<file path="src/swcs_pkg.sv">
// Shared types, codes and constants of the stop-and-wait connection sender.
package swcs_pkg;

   localparam int SEQ_BITS = 32;

   localparam int REQ_W    = 3;
   localparam int SFLAG_W  = 3;
   localparam int INDEX_W  = 16;
   localparam int FLAGS_W  = 7;
   localparam int NUM_W    = 32;
   localparam int STATE_W  = 3;
   localparam int STATUS_W = 3;
   localparam int RETRY_W  = 4;
   localparam int TICKS_W  = 16;
   localparam int CSR_ADDR_W = 4;
   localparam int CSR_DATA_W = 32;

   typedef enum logic [REQ_W-1:0] {
      REQ_TICK       = 3'd0,
      REQ_RX         = 3'd1,
      REQ_CONNECT    = 3'd2,
      REQ_SEGMENT    = 3'd3,
      REQ_DISCONNECT = 3'd4
   } req_code_type;

   typedef enum logic [STATUS_W-1:0] {
      ST_NONE    = 3'd0,
      ST_SENT    = 3'd1,
      ST_DONE    = 3'd2,
      ST_EXHAUST = 3'd3,
      ST_NOSYN   = 3'd4,
      ST_REJECT  = 3'd5,
      ST_RETX    = 3'd6
   } status_type;

   typedef enum logic [1:0] {
      CSR_RETRY_LIMIT = 2'd0,
      CSR_ACK_WAIT    = 2'd1,
      CSR_LINGER      = 2'd2
   } csr_index_type;

   localparam logic [FLAGS_W-1:0] F_SYN   = 7'h01;
   localparam logic [FLAGS_W-1:0] F_ACK   = 7'h02;
   localparam logic [FLAGS_W-1:0] F_FIN   = 7'h04;
   localparam logic [FLAGS_W-1:0] F_PKT   = 7'h08;
   localparam logic [FLAGS_W-1:0] F_START = 7'h10;
   localparam logic [FLAGS_W-1:0] F_END   = 7'h20;
   localparam logic [FLAGS_W-1:0] F_FILE  = 7'h40;

   localparam logic [RETRY_W-1:0] RETRY_LIMIT_RST = 4'd10;
   localparam logic [TICKS_W-1:0] ACK_WAIT_RST    = 16'd100;
   localparam logic [TICKS_W-1:0] LINGER_RST      = 16'd400;

endpackage

</file>
<file path="src/swcs_channels.sv">
// Request and response channel interfaces of the connection sender.
interface swcs_req_if;
   import swcs_pkg::*;
   logic                 valid;
   logic                 ready;
   logic [REQ_W-1:0]     req_type;
   logic [SFLAG_W-1:0]   seg_flags;
   logic [INDEX_W-1:0]   seg_index;
   logic [FLAGS_W-1:0]   rx_flags;
   logic [NUM_W-1:0]     rx_seq;
   logic [NUM_W-1:0]     rx_ack;
   logic                 rx_ok;

   modport source (output valid, req_type, seg_flags, seg_index, rx_flags, rx_seq, rx_ack,
                   rx_ok, input ready);
   modport sink   (input valid, req_type, seg_flags, seg_index, rx_flags, rx_seq, rx_ack,
                   rx_ok, output ready);
endinterface

interface swcs_rsp_if;
   import swcs_pkg::*;
   logic                 valid;
   logic                 ready;
   logic                 tx_send;
   logic [FLAGS_W-1:0]   tx_flags;
   logic [NUM_W-1:0]     tx_seq;
   logic [NUM_W-1:0]     tx_ack;
   logic [INDEX_W-1:0]   tx_index;
   logic [STATE_W-1:0]   conn_state;
   logic [STATUS_W-1:0]  status;
   logic [RETRY_W-1:0]   retries;

   modport source  (output valid, tx_send, tx_flags, tx_seq, tx_ack, tx_index, conn_state,
                    status, retries, input ready);
   modport sink    (input valid, tx_send, tx_flags, tx_seq, tx_ack, tx_index, conn_state,
                    status, retries, output ready);
   modport monitor (input valid, ready, tx_send, tx_flags, tx_seq, tx_ack, tx_index,
                    conn_state, status, retries);
endinterface

</file>
<file path="src/stop_and_wait_connection_sender_core.sv">
// Stop-and-wait sender with connection state: one event per transaction, one response each.
// Every request transaction (tick, received header, connect, send segment, disconnect)
// produces exactly one response transaction carrying the header to send (if any), the
// connection state after the event and a status. Requests land in an input register,
// are evaluated by a single pass of compare-and-update logic against the connection
// registers, and the response is held in an output register, so the block accepts one
// request per clock when the response side is not stalled; a stalled response holds
// the pipeline. Configuration registers (retry limit at 0x0, ack wait ticks at 0x4,
// time-wait ticks at 0x8) are written over the APB port and should be changed only
// while no transaction is in flight.
module stop_and_wait_connection_sender_core (
   input  logic                            clock,
   input  logic                            reset,
   swcs_req_if.sink                        req_ch,
   swcs_rsp_if.source                      rsp_ch,
   input  logic                            psel,
   input  logic                            penable,
   input  logic                            pwrite,
   input  logic [swcs_pkg::CSR_ADDR_W-1:0] paddr,
   input  logic [swcs_pkg::CSR_DATA_W-1:0] pwdata,
   output logic [swcs_pkg::CSR_DATA_W-1:0] prdata,
   output logic                            pready
);
   import swcs_pkg::*;

   typedef enum logic [STATE_W-1:0] {
      LS_CLOSED   = 3'd0,
      LS_SYN_SENT = 3'd1,
      LS_ESTAB    = 3'd2,
      LS_FIN1     = 3'd3,
      LS_FIN2     = 3'd4,
      LS_TWAIT    = 3'd5
   } link_type;

   typedef enum logic [1:0] {
      WP_IDLE = 2'd0,
      WP_ACK  = 2'd1,
      WP_PEER = 2'd2,
      WP_TW   = 2'd3
   } phase_type;

   // configuration
   logic [RETRY_W-1:0] retry_limit_ff;
   logic [TICKS_W-1:0] ack_wait_ff;
   logic [TICKS_W-1:0] linger_ff;
   logic               csr_write;
   csr_index_type      csr_index;

   // input stage
   logic               s1_valid_ff;
   logic [REQ_W-1:0]   s1_req_ff;
   logic [SFLAG_W-1:0] s1_sflags_ff;
   logic [INDEX_W-1:0] s1_index_ff;
   logic [FLAGS_W-1:0] s1_rflags_ff;
   logic [NUM_W-1:0]   s1_rseq_ff;
   logic [NUM_W-1:0]   s1_rack_ff;
   logic               s1_rok_ff;

   // connection state
   link_type            link_ff, link_in;
   phase_type           phase_ff, phase_in;
   logic [SEQ_BITS-1:0] next_seq_ff, next_seq_in;
   logic [FLAGS_W-1:0]  held_flags_ff, held_flags_in;
   logic [SEQ_BITS-1:0] held_seq_ff, held_seq_in;
   logic [INDEX_W-1:0]  held_index_ff, held_index_in;
   logic [TICKS_W-1:0]  elapsed_ff, elapsed_in;
   logic [RETRY_W-1:0]  retry_ff, retry_in;

   // response stage
   logic                rsp_valid_ff;
   logic                tx_send_ff, tx_send_in;
   logic [FLAGS_W-1:0]  tx_flags_ff, tx_flags_in;
   logic [SEQ_BITS-1:0] tx_seq_ff, tx_seq_in;
   logic [SEQ_BITS-1:0] tx_ack_ff, tx_ack_in;
   logic [INDEX_W-1:0]  tx_index_ff, tx_index_in;
   logic [STATE_W-1:0]  conn_state_ff;
   status_type          status_ff, status_in;
   logic [RETRY_W-1:0]  retries_ff;

   logic                advance;
   logic                evaluate;
   logic [TICKS_W-1:0]  el_tick;
   logic [SEQ_BITS-1:0] peer_ack;
   logic [FLAGS_W-1:0]  seg_fl;

   // ---------------- configuration port ----------------
   assign pready    = 1'b1;
   assign csr_write = psel && penable && pwrite;
   assign csr_index = csr_index_type'(paddr[3:2]);

   always_comb begin
      unique case (csr_index)
         CSR_RETRY_LIMIT: prdata = CSR_DATA_W'(retry_limit_ff);
         CSR_ACK_WAIT:    prdata = CSR_DATA_W'(ack_wait_ff);
         CSR_LINGER:      prdata = CSR_DATA_W'(linger_ff);
         default:         prdata = '0;
      endcase
   end

   always_ff @(posedge clock) begin
      if (reset) begin
         retry_limit_ff <= RETRY_LIMIT_RST;
         ack_wait_ff    <= ACK_WAIT_RST;
         linger_ff      <= LINGER_RST;
      end else if (csr_write) begin
         unique case (csr_index)
            CSR_RETRY_LIMIT: retry_limit_ff <= pwdata[RETRY_W-1:0];
            CSR_ACK_WAIT:    ack_wait_ff    <= pwdata[TICKS_W-1:0];
            CSR_LINGER:      linger_ff      <= pwdata[TICKS_W-1:0];
            default: ;
         endcase
      end
   end

   // ---------------- handshake ----------------
   assign advance      = !rsp_valid_ff || rsp_ch.ready;
   assign evaluate     = s1_valid_ff && advance;
   assign req_ch.ready = !s1_valid_ff || advance;

   always_ff @(posedge clock) begin
      if (reset) begin
         s1_valid_ff <= 1'b0;
      end else if (req_ch.ready) begin
         s1_valid_ff <= req_ch.valid;
      end
      if (req_ch.valid && req_ch.ready) begin
         s1_req_ff    <= req_ch.req_type;
         s1_sflags_ff <= req_ch.seg_flags;
         s1_index_ff  <= req_ch.seg_index;
         s1_rflags_ff <= req_ch.rx_flags;
         s1_rseq_ff   <= req_ch.rx_seq;
         s1_rack_ff   <= req_ch.rx_ack;
         s1_rok_ff    <= req_ch.rx_ok;
      end
   end

   // ---------------- event evaluation ----------------
   assign peer_ack = s1_rseq_ff[SEQ_BITS-1:0] + 1'b1;

   always_comb begin
      seg_fl = F_PKT;
      if (s1_sflags_ff[0]) seg_fl = seg_fl | F_START;
      if (s1_sflags_ff[1]) seg_fl = seg_fl | F_FILE;
      if (s1_sflags_ff[2]) seg_fl = seg_fl | F_END;
   end

   always_comb begin
      link_in       = link_ff;
      phase_in      = phase_ff;
      next_seq_in   = next_seq_ff;
      held_flags_in = held_flags_ff;
      held_seq_in   = held_seq_ff;
      held_index_in = held_index_ff;
      elapsed_in    = elapsed_ff;
      retry_in      = retry_ff;
      tx_send_in    = 1'b0;
      tx_flags_in   = '0;
      tx_seq_in     = '0;
      tx_ack_in     = '0;
      tx_index_in   = '0;
      status_in     = ST_NONE;

      el_tick = elapsed_ff;
      if ((phase_ff == WP_ACK || phase_ff == WP_TW) && elapsed_ff != '1) begin
         el_tick = elapsed_ff + 1'b1;
      end

      unique case (req_code_type'(s1_req_ff))
         REQ_TICK: begin
            elapsed_in = el_tick;
            if (phase_ff == WP_ACK && el_tick >= ack_wait_ff) begin
               if (retry_ff >= retry_limit_ff) begin
                  phase_in = WP_IDLE;
                  if (link_ff == LS_SYN_SENT) begin
                     link_in   = LS_CLOSED;
                     status_in = ST_NOSYN;
                  end else begin
                     if (link_ff == LS_FIN1) link_in = LS_ESTAB;
                     status_in = ST_EXHAUST;
                  end
               end else begin
                  // resend the held packet
                  retry_in    = retry_ff + 1'b1;
                  elapsed_in  = '0;
                  tx_send_in  = 1'b1;
                  tx_flags_in = held_flags_ff;
                  tx_seq_in   = held_seq_ff;
                  tx_index_in = held_index_ff;
                  status_in   = ST_RETX;
               end
            end else if (phase_ff == WP_TW && el_tick >= linger_ff) begin
               link_in     = LS_CLOSED;
               phase_in    = WP_IDLE;
               next_seq_in = '0;
               status_in   = ST_DONE;
            end
         end
         REQ_RX: begin
            if (s1_rok_ff && phase_ff == WP_ACK) begin
               if ((s1_rflags_ff & F_ACK) != '0 &&
                   s1_rack_ff[SEQ_BITS-1:0] == held_seq_ff + 1'b1) begin
                  phase_in  = WP_IDLE;
                  status_in = ST_DONE;
                  if (link_ff == LS_SYN_SENT) begin
                     if ((s1_rflags_ff & F_SYN) != '0) begin
                        tx_send_in  = 1'b1;
                        tx_flags_in = F_ACK | F_PKT;
                        tx_seq_in   = next_seq_ff;
                        tx_ack_in   = peer_ack;
                        next_seq_in = next_seq_ff + 1'b1;
                        link_in     = LS_ESTAB;
                     end else begin
                        link_in   = LS_CLOSED;
                        status_in = ST_NOSYN;
                     end
                  end else if (link_ff == LS_FIN1) begin
                     link_in  = LS_FIN2;
                     phase_in = WP_PEER;
                  end
               end
            end else if (s1_rok_ff && phase_ff == WP_PEER) begin
               // acknowledge whatever the peer sends, then enter time-wait
               tx_send_in  = 1'b1;
               tx_flags_in = F_ACK | F_PKT;
               tx_seq_in   = next_seq_ff;
               tx_ack_in   = peer_ack;
               next_seq_in = next_seq_ff + 1'b1;
               link_in     = LS_TWAIT;
               phase_in    = WP_TW;
               elapsed_in  = '0;
               status_in   = ST_SENT;
            end
         end
         REQ_CONNECT, REQ_SEGMENT, REQ_DISCONNECT: begin
            status_in = ST_REJECT;
            if (s1_req_ff == REQ_DISCONNECT && link_ff == LS_CLOSED && phase_ff == WP_IDLE) begin
               status_in = ST_DONE;
            end else if (phase_ff == WP_IDLE &&
                         ((s1_req_ff == REQ_CONNECT && link_ff == LS_CLOSED) ||
                          (s1_req_ff != REQ_CONNECT && link_ff == LS_ESTAB))) begin
               // hold and send a new packet
               unique case (req_code_type'(s1_req_ff))
                  REQ_CONNECT: begin
                     held_flags_in = F_SYN | F_PKT;
                     held_index_in = '0;
                     link_in       = LS_SYN_SENT;
                  end
                  REQ_SEGMENT: begin
                     held_flags_in = seg_fl;
                     held_index_in = s1_index_ff;
                  end
                  default: begin
                     held_flags_in = F_FIN | F_PKT;
                     held_index_in = '0;
                     link_in       = LS_FIN1;
                  end
               endcase
               held_seq_in = next_seq_ff;
               next_seq_in = next_seq_ff + 1'b1;
               phase_in    = WP_ACK;
               elapsed_in  = '0;
               retry_in    = '0;
               tx_send_in  = 1'b1;
               tx_flags_in = held_flags_in;
               tx_seq_in   = next_seq_ff;
               tx_index_in = held_index_in;
               status_in   = ST_SENT;
            end
         end
         default: ;
      endcase
   end

   always_ff @(posedge clock) begin
      if (reset) begin
         link_ff       <= LS_CLOSED;
         phase_ff      <= WP_IDLE;
         next_seq_ff   <= '0;
         held_flags_ff <= '0;
         held_seq_ff   <= '0;
         held_index_ff <= '0;
         elapsed_ff    <= '0;
         retry_ff      <= '0;
         rsp_valid_ff  <= 1'b0;
      end else begin
         if (evaluate) begin
            link_ff       <= link_in;
            phase_ff      <= phase_in;
            next_seq_ff   <= next_seq_in;
            held_flags_ff <= held_flags_in;
            held_seq_ff   <= held_seq_in;
            held_index_ff <= held_index_in;
            elapsed_ff    <= elapsed_in;
            retry_ff      <= retry_in;
         end
         if (advance) begin
            rsp_valid_ff <= s1_valid_ff;
         end
      end
      if (evaluate) begin
         tx_send_ff    <= tx_send_in;
         tx_flags_ff   <= tx_flags_in;
         tx_seq_ff     <= tx_seq_in;
         tx_ack_ff     <= tx_ack_in;
         tx_index_ff   <= tx_index_in;
         conn_state_ff <= link_in;
         status_ff     <= status_in;
         retries_ff    <= retry_in;
      end
   end

   assign rsp_ch.valid      = rsp_valid_ff;
   assign rsp_ch.tx_send    = tx_send_ff;
   assign rsp_ch.tx_flags   = tx_flags_ff;
   assign rsp_ch.tx_seq     = NUM_W'(tx_seq_ff);
   assign rsp_ch.tx_ack     = NUM_W'(tx_ack_ff);
   assign rsp_ch.tx_index   = tx_index_ff;
   assign rsp_ch.conn_state = conn_state_ff;
   assign rsp_ch.status     = status_ff;
   assign rsp_ch.retries    = retries_ff;

endmodule

</file>
<file path="src/flat_wrapper.sv">
// flat-port wrapper written by rule: the top's interface ports become plain ports
module stop_and_wait_connection_sender_core_flat import swcs_pkg::*;
  (clock, reset, psel, penable, pwrite, paddr, pwdata, prdata, pready, req_ch_valid, req_ch_req_type, req_ch_seg_flags, req_ch_seg_index, req_ch_rx_flags, req_ch_rx_seq, req_ch_rx_ack, req_ch_rx_ok, req_ch_ready, rsp_ch_valid, rsp_ch_tx_send, rsp_ch_tx_flags, rsp_ch_tx_seq, rsp_ch_tx_ack, rsp_ch_tx_index, rsp_ch_conn_state, rsp_ch_status, rsp_ch_retries, rsp_ch_ready);
  swcs_req_if req_ch_i ();
  swcs_rsp_if rsp_ch_i ();
  input  logic clock;
  input  logic reset;
  input  logic psel;
  input  logic penable;
  input  logic pwrite;
  input  logic [swcs_pkg::CSR_ADDR_W-1:0] paddr;
  input  logic [swcs_pkg::CSR_DATA_W-1:0] pwdata;
  output logic [swcs_pkg::CSR_DATA_W-1:0] prdata;
  output logic pready;
  input wire logic [$bits(req_ch_i.valid)-1:0] req_ch_valid;
  input wire logic [$bits(req_ch_i.req_type)-1:0] req_ch_req_type;
  input wire logic [$bits(req_ch_i.seg_flags)-1:0] req_ch_seg_flags;
  input wire logic [$bits(req_ch_i.seg_index)-1:0] req_ch_seg_index;
  input wire logic [$bits(req_ch_i.rx_flags)-1:0] req_ch_rx_flags;
  input wire logic [$bits(req_ch_i.rx_seq)-1:0] req_ch_rx_seq;
  input wire logic [$bits(req_ch_i.rx_ack)-1:0] req_ch_rx_ack;
  input wire logic [$bits(req_ch_i.rx_ok)-1:0] req_ch_rx_ok;
  output wire logic [$bits(req_ch_i.ready)-1:0] req_ch_ready;
  output wire logic [$bits(rsp_ch_i.valid)-1:0] rsp_ch_valid;
  output wire logic [$bits(rsp_ch_i.tx_send)-1:0] rsp_ch_tx_send;
  output wire logic [$bits(rsp_ch_i.tx_flags)-1:0] rsp_ch_tx_flags;
  output wire logic [$bits(rsp_ch_i.tx_seq)-1:0] rsp_ch_tx_seq;
  output wire logic [$bits(rsp_ch_i.tx_ack)-1:0] rsp_ch_tx_ack;
  output wire logic [$bits(rsp_ch_i.tx_index)-1:0] rsp_ch_tx_index;
  output wire logic [$bits(rsp_ch_i.conn_state)-1:0] rsp_ch_conn_state;
  output wire logic [$bits(rsp_ch_i.status)-1:0] rsp_ch_status;
  output wire logic [$bits(rsp_ch_i.retries)-1:0] rsp_ch_retries;
  input wire logic [$bits(rsp_ch_i.ready)-1:0] rsp_ch_ready;
  assign req_ch_i.valid = req_ch_valid;
  assign req_ch_i.req_type = req_ch_req_type;
  assign req_ch_i.seg_flags = req_ch_seg_flags;
  assign req_ch_i.seg_index = req_ch_seg_index;
  assign req_ch_i.rx_flags = req_ch_rx_flags;
  assign req_ch_i.rx_seq = req_ch_rx_seq;
  assign req_ch_i.rx_ack = req_ch_rx_ack;
  assign req_ch_i.rx_ok = req_ch_rx_ok;
  assign req_ch_ready = req_ch_i.ready;
  assign rsp_ch_valid = rsp_ch_i.valid;
  assign rsp_ch_tx_send = rsp_ch_i.tx_send;
  assign rsp_ch_tx_flags = rsp_ch_i.tx_flags;
  assign rsp_ch_tx_seq = rsp_ch_i.tx_seq;
  assign rsp_ch_tx_ack = rsp_ch_i.tx_ack;
  assign rsp_ch_tx_index = rsp_ch_i.tx_index;
  assign rsp_ch_conn_state = rsp_ch_i.conn_state;
  assign rsp_ch_status = rsp_ch_i.status;
  assign rsp_ch_retries = rsp_ch_i.retries;
  assign rsp_ch_i.ready = rsp_ch_ready;
  stop_and_wait_connection_sender_core u_core (.clock(clock), .reset(reset), .req_ch(req_ch_i), .rsp_ch(rsp_ch_i), .psel(psel), .penable(penable), .pwrite(pwrite), .paddr(paddr), .pwdata(pwdata), .prdata(prdata), .pready(pready));
endmodule
</file>
<file path="config.mk">
export PLATFORM = sky130hd
export DESIGN_NAME = stop_and_wait_connection_sender_core_flat
export DESIGN_NICKNAME = d
export VERILOG_FILES = /design/src/swcs_pkg.sv /design/src/swcs_channels.sv /design/src/stop_and_wait_connection_sender_core.sv /design/src/flat_wrapper.sv
export SDC_FILE = /design/constraint.sdc
export NUM_CORES = 1
export LEC_CHECK = 0
export BUFFER_PORTS_ARGS = -buffer_cell sky130_fd_sc_hd__buf_4
export CORE_ASPECT_RATIO = 1.2
export CORE_MARGIN = 2
export CORE_UTILIZATION = 52
export CTS_CLUSTER_SIZE = 25
export DETAILED_ROUTE_END_ITERATION = 10
export GPL_TIMING_DRIVEN = 0
export HOLD_SLACK_MARGIN = 0.05
export PLACE_DENSITY = 0.78
export SLEW_MARGIN = 20
export SYNTH_ARGS = -nofsm -noshare
export SYNTH_HDL_FRONTEND = slang
export SYNTH_SLANG_ARGS = --single-unit
export TNS_END_PERCENT = 1
</file>
<file path="constraint.sdc">
create_clock -name clock -period 4.38 [get_ports clock]
set_clock_uncertainty 0.05 [all_clocks]
set_input_delay 0.219 -clock clock [delete_from_list [all_inputs] [get_ports clock]]
set_output_delay 0.219 -clock clock [all_outputs]
set_load 0.01 [all_outputs]
</file>
=== Word level (Yosys, flattened, before mapping) ===
Index checks and enable logic that the tools add are counted.
W data, S select, Z words.

* Logic and storage cells: 205
* Output and inout port bits: 133
* Bits of input ports: 137
* Flip-flop bits (word level): 337

* Bitwise operators: 1
* $lt $le $gt $ge: 3
* Equality and inequality tests: 27
* Mux-type cells: 107
* Reduce and logical (&&, ||, !) cells: 34
* Add/subtract/negate cells: 5

{| class="wikitable"
|+ Operators by type and width
! operator !! number
|-
| $mux W32 || 23
|-
| $mux W16 || 12
|-
| $pmux W32 S3 || 2
|-
| $add A32 B1 Y32 const B || 3
|-
| $pmux W16 S3 || 2
|-
| $mux W3 || 21
|-
| $mux W7 || 8
|-
| $eq A32 B32 Y1 || 1
|-
| $ge A16 B16 Y1 || 2
|-
| $pmux W16 S2 || 1
|-
| $mux W2 || 12
|-
| $mux W4 || 6
|-
| $pmux W7 S3 || 1
|-
| $pmux W3 S3 || 2
|-
| $add A16 B1 Y16 const B || 1
|-
| $ne A16 B16 Y1 const B || 1
|-
| $logic_and A1 B1 Y1 || 15
|-
| $pmux W7 S2 || 1
|-
| $eq A3 B2 Y1 const B || 4
|-
| $mux W1 || 10
|-
| $reduce_and A10 Y1 || 1
|-
| $ne A3 B2 Y1 const B || 3
|-
| $pmux W4 S2 || 1
|-
| $reduce_and A8 Y1 || 1
|-
| 25 further kinds || 43
|}

=== Logic depth before layout (Yosys ltp) ===
Gate-level depths: netlist of run 1.

* Depth in word-level cells: 9
* Depth in mapped cells: 19
* Gate-level depth less buffers: 18

=== Least setup slack after synthesis of run 1 ===
Ideal clock, no wire load.

* Kind: reg-to-reg
* From: register u_core.elapsed_ff[2]
* To: register u_core.next_seq_ff[24]
* Stages on the path, launching flop included: 20
* Setup time: 0.072 ns
* Required time: 4.258 ns
* Buffers on the path: 3
* Clock period less this slack: 4.848 ns
* Arrival: 4.727 ns
* Slack: -0.468 ns
* Cells stage by stage: dfxtp_1 > clkbuf_1 > nand4_1 > or4_1 > o211ai_1 > nor2_1 > nand2_1 > nor3_1 > xor2_1 > ha_1 > a21o_1 > a221oi_1 > o21ai_0 > a2111oi_0 > o21ai_0 > a31oi_1 > clkbuf_1 > clkbuf_1 > nand2_1 > mux2i_1

* Longest elaborated chain between the ends: 7
* Elaborated cells on any way between the ends: 11
* Those cells by class: add/sub (1); order compare (2); eq/ne (3); mux (1); reduce/logical (4)

{| class="wikitable"
|+ Ends and longest elaborated chain
! item !! RTL line !! source
|-
| start, declared || stop_and_wait_connection_sender_core.sv:66 || <nowiki>logic [TICKS_W-1:0] elapsed_ff, elapsed_in;</nowiki>
|-
| start signal, assigned || stop_and_wait_connection_sender_core.sv:293 || <nowiki>elapsed_ff <= elapsed_in;</nowiki>
|-
| parallel branches: the longest is 2 deep, another holds $add A16 B1 Y16 || -- ||
|-
| $mux W16 (*) || stop_and_wait_connection_sender_core.sv:164 || <nowiki>if ((phase_ff == WP_ACK || phase_ff == WP_TW) && elapsed_ff != '1) begin</nowiki>
|-
| $ge A16 B16 Y1 (on tied branches) || stop_and_wait_connection_sender_core.sv:171, stop_and_wait_connection_sender_core.sv:191 ||
|-
| $logic_and A1 B1 Y1 (on tied branches) || stop_and_wait_connection_sender_core.sv:171, stop_and_wait_connection_sender_core.sv:191 ||
|-
| $ne A2 B2 Y1 (no source line) / $ne A2 B1 Y1 (equally long branches) || -- ||
|-
| $reduce_and A10 Y1 (no source line) (*) || -- ||
|-
| end signal, assigned || stop_and_wait_connection_sender_core.sv:289 || <nowiki>next_seq_ff <= next_seq_in;</nowiki>
|-
| end, declared || stop_and_wait_connection_sender_core.sv:62 || <nowiki>logic [SEQ_BITS-1:0] next_seq_ff, next_seq_in;</nowiki>
|}

Every way passes the cells marked *.
A chain may end at the register's enable or synchronous reset.

=== Final worst setup path of run 1 ===
* From: register u_core.elapsed_ff[2]
* To: register u_core.next_seq_ff[19]

The elaborated chain is that of the path after synthesis.

==> key figures, run 1 <==
Floorplan
  • Die area: ~33000 um^2
  • Die Y: 199 um
  • IO Pins: 270
  • Initial Util: 52.7%
  • FP Rows: 71
  • Die Wd: ~170 um
  • CORE AREA: between 30000 and 40000 um^2

Power and ir drop
  • Logic gate share of total power: between 8 and 9%
  • Leak: just over 8 nW
  • Clk pwr share: 43.4%
  • Sw power: roughly 1.7 mW
  • Pwr dens: 330 nW/um^2
  • VDD IR max: ~0.38 mV
  • Internal: 5.57 mW
  • Flop pwr share: 48.0%
  • Net Sw Frac: a little under a quarter

Global route
  • Total global routing overflow: 0
  • Total track usage: 28.2%
  • Initial antenna violation count: 0
  • Vias in the first global route: around 14000
  • Pin count of the biggest net entering global routing: 79
  • First-pass GRT wire length: around 75000 um

Final layout
  • Commonest non-fill, non-tap cell in the layout: buf_4
  • Non-filler cells, final: 2518
  • Area grow syn2layout: 32.9%
  • Fin util: 70.1%
  • Final Cell Area: 22000 um^2
  • Most frequent cells in the layout: 278 x buf_4, 249 x nand2_1, 187 x edfxtp_1
  • Share of cells above drive strength 1: 22.0%
  • Fin nets: between 2000 and 2500
  • N_diodes: 0

Yosys
  • Share of the synthesized area in the top cell type: 34.0%
  • Post-synthesis register bit count: 336
  • Ys async rst share: 0%
  • Distinct cells, synth: between 80 and 90
  • Syn_area_per_cell: 9.95 um^2
  • Post-synthesis cell area: 16500 um^2
  • Synth top area cells: edfxtp_1 34%, dfxtp_1 18%, nand2_1 5.8%, a21oi_1 4.1%, a32o_1 3.1%
  • Main synth FF type: edfxtp_1
  • Mapped Cells: roughly 1700
  • Dominant cell type by area after synthesis: edfxtp_1
  • Warning count from the yosys run: 0
  • EDFF count, synth: 187
  • Sequential area share after synthesis: 52.0%

Routing
  • Vias per cell: 5.83
  • Initial DRC Count: 1183
  • Routed WL: 49100 um
  • Wire per inst: between 15 and 20 um
  • DR DRC count: 0
  • Routed vias: approximately 15000
  • DR pass1 iterations: 7
  • Antenna-violating nets left: 0

Timing
  • Worst slew margin: between 40% and 50%
  • Final WS setup: -0.0359 ns
  • Final setup TNS: -0.133 ns
  • Slew of the pin with the lowest slew margin: roughly 0.86 ns
  • Final worst path period need: about 4.4 ns
  • Setup violations, final: 8
  • Fmax: 226 MHz
  • Slew Limit Fails: 0
  • Final Hold Viols: 0
  • Period utilization: 101%
  • Unrepaired setup endpoints after global routing: yes

Flow run
  • Max Cap Viol: 0

Outcome
  • Status: complete, but fails checks
  • Failing checks: negative setup slack

Setup path
  • CP arrival: 4.84 ns
  • R2r startpoint: u_core.elapsed_ff[2]
  • CP endpoint kind: flip-flop
  • CP Launch Type: flip-flop
  • WS Path Type: flip-flop to flip-flop
  • Worst-path fanout max: 7
  • Worst setup path start: u_core.elapsed_ff[2]
  • Worst EP required: about 4.8 ns

Placed design
  • Dpl cells: 2307
  • Pre-CTS WS: -1.38 ns
  • Dpl hpwl: around 33000 um
  • # port buffers: 227
  • GP Congestion: 0.951
  • Dpl cell area: 18900 um^2

Hold path
  • Hold Path Class: input port to flip-flop
  • Min-Delay Startpoint: penable

Clock network
  • Num CTS Buffers: 37
  • CTS root buf: clkbuf_16
  • TritonCTS Sinks: 336
  • Clock Tree Buf Depth: 3
  • Clock Latency Late Sink: 0.55 ns
  • Htree depth: 2
  • CTS tree: yes
  • CTS clk-pin slew, worst paths: 0.06 ns
[cell families (layout without fill, tap and decap cells)]
logic type / Yosys count / after routing / synth area share [%]
AOI/OAI and AO/OA: 345 / 345 / 14.7
buffers and inverters: 176 / 616 / 4.73
other: 2 / 17 / 0.0454
muxes: 43 / 43 / 2.62
adders and majority gates: 41 / 41 / 3.10
and+or+nand+nor: 635 / 635 / 18.4
DFF: 336 / 336 / 52.0
xor gates and xnor gates: 84 / 84 / 4.45
[routing by layer]
layer | vias up | GRT usage (%) | wire (um)
li1 | 6842 | - | -
met1 | 6982 | 34.2 | 18900
met2 | 676 | 49.8 | 24400
met3 | 174 | 4.30 | 3270
met4 | 0 | 12.9 | 2580
met5 | - | 0 | 0
[cell usage after synthesis (6+ instances only)]
cell / instances
o21ai_0: 28
a22oi_1: 9
a311oi_1: 7
edfxtp_1: 187
buf_4: 20
o31ai_1: 10
a21oi_1: 136
and3_1: 14
mux2i_1: 40
inv_1: 54
a31oi_1: 9
nor2_1: 118
nand2_1: 255
ha_1: 41
nor3_1: 17
clkbuf_1: 79
xor2_1: 32
xnor2_1: 52
a22o_1: 14
dfxtp_1: 149
nand3_1: 86
nand4_1: 29
a211oi_1: 7
and2_1: 6
a32o_1: 52
o211ai_1: 12
nor2b_1: 14
buf_2: 13
or4_1: 11
or3_1: 8
nand2b_1: 37
and4_1: 9
a21o_1: 12
[flip-flops by register name, indices dropped and copies added (netlist names), 6 cells and up]
register	count
u_core.held_seq_ff	32
u_core.next_seq_ff	32
u_core.rsp_ch.tx_ack	32
u_core.rsp_ch.tx_seq	32
u_core.s1_rack_ff	32
u_core.s1_rseq_ff	32
u_core.ack_wait_ff	16
u_core.elapsed_ff	16
u_core.held_index_ff	16
u_core.linger_ff	16
u_core.rsp_ch.tx_index	16
u_core.s1_index_ff	16
u_core.rsp_ch.tx_flags	7
u_core.held_flags_ff	6
[power by group through the flow]
stage / logic [mW] / registers [mW] / clock network [mW]
floorplan: 0.223 / 3.57 / 0
global placement: 0.477 / 3.56 / 0
detailed placement: 0.495 / 3.55 / 0
CTS: 0.588 / 3.49 / 3.18
global route: 0.665 / 3.49 / 3.31
finish: 0.624 / 3.49 / 3.15
[timing repair]
action | 4_1_cts | 5_1_grt
cloned | 0 | 2
endpoints found under the setup margin | 150 | 147
setup buffers | 7 | 26
endpoints found under the hold margin | 128 | 0
pin swaps | 14 | 23
gates resized for setup | 69 | 69
hold buffers | 109 | 0
[final timing paths]
| kind | endpoint | slack [ns] | cells after the start |
|---|---|---|---|
| min reg2reg | u_core.held_flags_ff[4] | 0.41 | 2 |
| min | u_core.linger_ff[15] | 0.07 | 4 |
| max reg2reg | u_core.next_seq_ff[19] | -0.04 | 18 |
| max | u_core.next_seq_ff[19] | -0.04 | 18 |
[worst max-delay path, stage by stage (launching register included)]
cell,delay [ns]
dfxtp_2,0.33
buf_6,0.12
nand4_1,0.14
or4_4,0.54
o21ai_4,0.28
nor2_1,0.11
and4_1,0.23
xor2_1,0.19
ha_1,0.35
o21ai_4,0.08
o311ai_4,0.34
a2111oi_4,0.12
buf_4,0.18
nor2_2,0.17
nor2_2,0.07
clkbuf_8,0.19
or4_1,0.54
a21oi_2,0.15
mux2i_1,0.19
[cell type report]
class	instances	area (um^2)
timing repair buffer	373	3160
inverter	55	211
multi-input combinational	1165	7540
fill	2249	9380
clock buffer	49	1050
tap	401	502
buffer	120	692
clock inverter	19	195
sequential	336	8620
[stage by stage]
stage	hold slack (ns)	power, mW
2_1_floorplan	0.268	3.79
3_3_place_gp	0.347	4.04
3_5_place_dp	0.348	4.04
4_1_cts	0.0573	7.26
5_1_grt	0.154	7.48
6_report	0.0742	7.26
No activity file was read; power rests on OpenSTA's default activity.
==> inputs of run 2 (changes only) <==
==> constraint.sdc (replaced) <==
create_clock -name clock -period 3.7 [get_ports clock]
set_clock_uncertainty 0.05 [all_clocks]
set_input_delay 0.185 -clock clock [delete_from_list [all_inputs] [get_ports clock]]
set_output_delay 0.185 -clock clock [all_outputs]
set_load 0.01 [all_outputs]
==> run 2 against run 1 <==
Effect of this change: the flow still finishes with violations (negative setup slack); count of clock-buffer cells in the layout grew 11; highest routed layer unchanged; largest cell class unchanged; hold slack improved by 0.0058 ns; non-clock buffer count grew 9; sequential power grew 18%; sequential share of layout area shrank 0.59 points; first-iteration DRC count increased by 16%; combinational power is 18% higher; critical endpoint is now u_core.rsp_ch.status[2].
==> key figures, run 2 (synthesis results as in run 1) <==
Power and ir drop
  • Leak: 8.37 nW
  • Internal: 6.53 mW
  • VDD IR max: 0.517 mV
  • Pwr dens: 382 nW/um^2
  • Clk pwr share: 43.0%
  • Sw power: 2.00 mW
  • Final Total Pwr: 8.52 mW
  • Net Sw Frac: 23.4%
  • Flop pwr share: 48.4%
  • Logic gate share of total power: between 8 and 9%

Placed design
  • GP Congestion: 0.934
  • Dpl hpwl: 32800 um
  • # port buffers: around 230
  • Dpl cell area: 18900 um^2

Global route
  • Total global routing overflow: 0
  • Vias in the first global route: 14400
  • Initial antenna violation count: 0
  • Pin count of the biggest net entering global routing: 81
  • Total track usage: 28.7%
  • First-pass GRT wire length: 75800 um

Timing
  • Worst slew margin: 38.0%
  • Period utilization: 117%
  • Final Hold Viols: 0
  • Final setup TNS: -58.26 ns
  • Fmax: 231 MHz
  • Unrepaired setup endpoints after global routing: yes
  • Final worst path period need: 4.32 ns
  • Setup violations, final: 150
  • Final WS setup: -0.622 ns
  • Hold slack final: 0.0800 ns
  • Slew of the pin with the lowest slew margin: 0.927 ns
  • Slew Limit Fails: 0

Routing
  • Routed WL: 50000 um
  • Wire per inst: slightly below 20 um
  • DR DRC count: 0
  • Routed vias: approximately 15000
  • Antenna-violating nets left: 0
  • DR pass1 iterations: 6
  • Vias per cell: about 5.9
  • Initial DRC Count: roughly 1400

Setup path
  • CP endpoint kind: flip-flop
  • Worst EP required: 4.02 ns
  • Worst-path fanout max: 10
  • CP arrival: 4.64 ns
  • Worst setup path start: u_core.elapsed_ff[2]
  • R2r startpoint: u_core.elapsed_ff[2]
  • CP Launch Type: flip-flop
  • WS Path Type: flip-flop to flip-flop

Final layout
  • Area grow syn2layout: 35.0%
  • Commonest non-fill, non-tap cell in the layout: buf_4
  • Share of cells above drive strength 1: 23.9%
  • Most frequent cells in the layout: 284 x buf_4, 248 x nand2_1, 187 x edfxtp_1
  • Fin nets: 2275
  • Final Cell Area: 22300 um^2
  • Fillers: 2135

Clock network
  • Num CTS Buffers: 37
  • CTS clk-pin slew, worst paths: about 0.06 ns
  • Clock Latency Late Sink: 0.56 ns
  • Clock Tree Buf Depth: 3
  • CTS tree: yes
  • CTS root buf: clkbuf_16
  • Htree depth: 2
  • TritonCTS Sinks: 336

Floorplan
  • Initial Util: a little over half
  • FP Rows: 71
  • Die Wd: 167 um
  • CORE AREA: 31400 um^2
  • IO Pins: 270
  • Die Y: 199 um
  • Die area: around 33000 um^2

Flow run
  • Max Cap Viol: 0

Outcome
  • Failing checks: negative setup slack
  • Status: complete, but fails checks

Hold path
  • Min-Delay Startpoint: psel
  • Hold Path Class: input port to flip-flop
## run 2: changes by cell type in the layout (fill, tap and decap cells not counted), moves of 5 or more
cell    delta
buf_4      +6
a32o_2    +11
a32o_1    -11
buf_2      -6
buf_6      +5
buf_8      +6
## run 2: per-layer routing
| metal | part of all wire [%] | track usage (%) | up-vias |
|---|---|---|---|
| met5 | 0 | 0 | - |
| met2 | 50 | 50.7 | 745 |
| met1 | 38 | 34.1 | 7090 |
| li1 | - | - | 6865 |
| met3 | 7.2 | 4.63 | 158 |
| met4 | 4.5 | 14.4 | 0 |
## run 2: final cells by class
type / count / area, um^2 / area share (%)
antenna: 1 / 2.50 / 0.0112
clock inverter: 8 / 68.8 / 0.308
multi-input combinational: 1165 / 7750 / 34.7
timing repair buffer: 383 / 3230 / 14.5
buffer: 119 / 807 / 3.61
tap: 401 / 502 / 2.25
inverter: 55 / 211 / 0.947
clock buffer: 60 / 1130 / 5.08
sequential: 336 / 8630 / 38.6
## run 2: path summary, 6_finish.rpt
check	slack (ns)	endpoint	cells after the start
max reg2reg	-0.62	u_core.rsp_ch.status[2]	21
max	-0.62	u_core.rsp_ch.status[2]	21
min reg2reg	0.41	u_core.held_index_ff[4]	2
min	0.08	u_core.linger_ff[0]	4
## run 2: metrics by stage
stage               setup WS (ns)  cells  utilization (%)
floorplan                  -0.440   1677                -
global placement            -1.76   2305             60.2
finish                     -0.622   2528             71.2
detailed placement          -1.85   2307             60.4
CTS                        -0.515   2505             69.7
global route               -0.753   2527             71.2
## run 2: what timing repair did
action | 4_1_cts | 5_1_grt
pin swaps | 25 | 57
hold endpoints to repair | 128 | 0
hold buffers | 110 | 0
gates cloned | 0 | 1
setup buffers | 22 | 22
resized for setup | 114 | 90
endpoints found under the setup margin | 155 | 187
## run 2: power groups by stage
stage                     sequential [mW]  clock, mW  combinational (mW)
after floorplan                      4.22          0               0.266
after global placement               4.21          0               0.566
after detailed placement             4.20          0               0.588
after CTS                            4.12       3.68               0.713
after global routing                 4.14       3.83               0.779
final                                4.13       3.66               0.734
## run 2: critical path, stage by stage, from the launching register on
cell       delay, ns
dfxtp_2         0.33
buf_8           0.10
nand4_1         0.11
or4_4           0.53
o211ai_1        0.19
buf_4           0.19
nor2_4          0.07
buf_4           0.13
nand4_1         0.12
xnor2_1         0.16
ha_1            0.32
and4_1          0.21
nand2_2         0.07
or4_4           0.46
a21oi_4         0.19
buf_6           0.12
o21ai_2         0.08
nor2_4          0.17
buf_12          0.14
clkbuf_16       0.17
nor2_1          0.05
o221ai_1        0.21
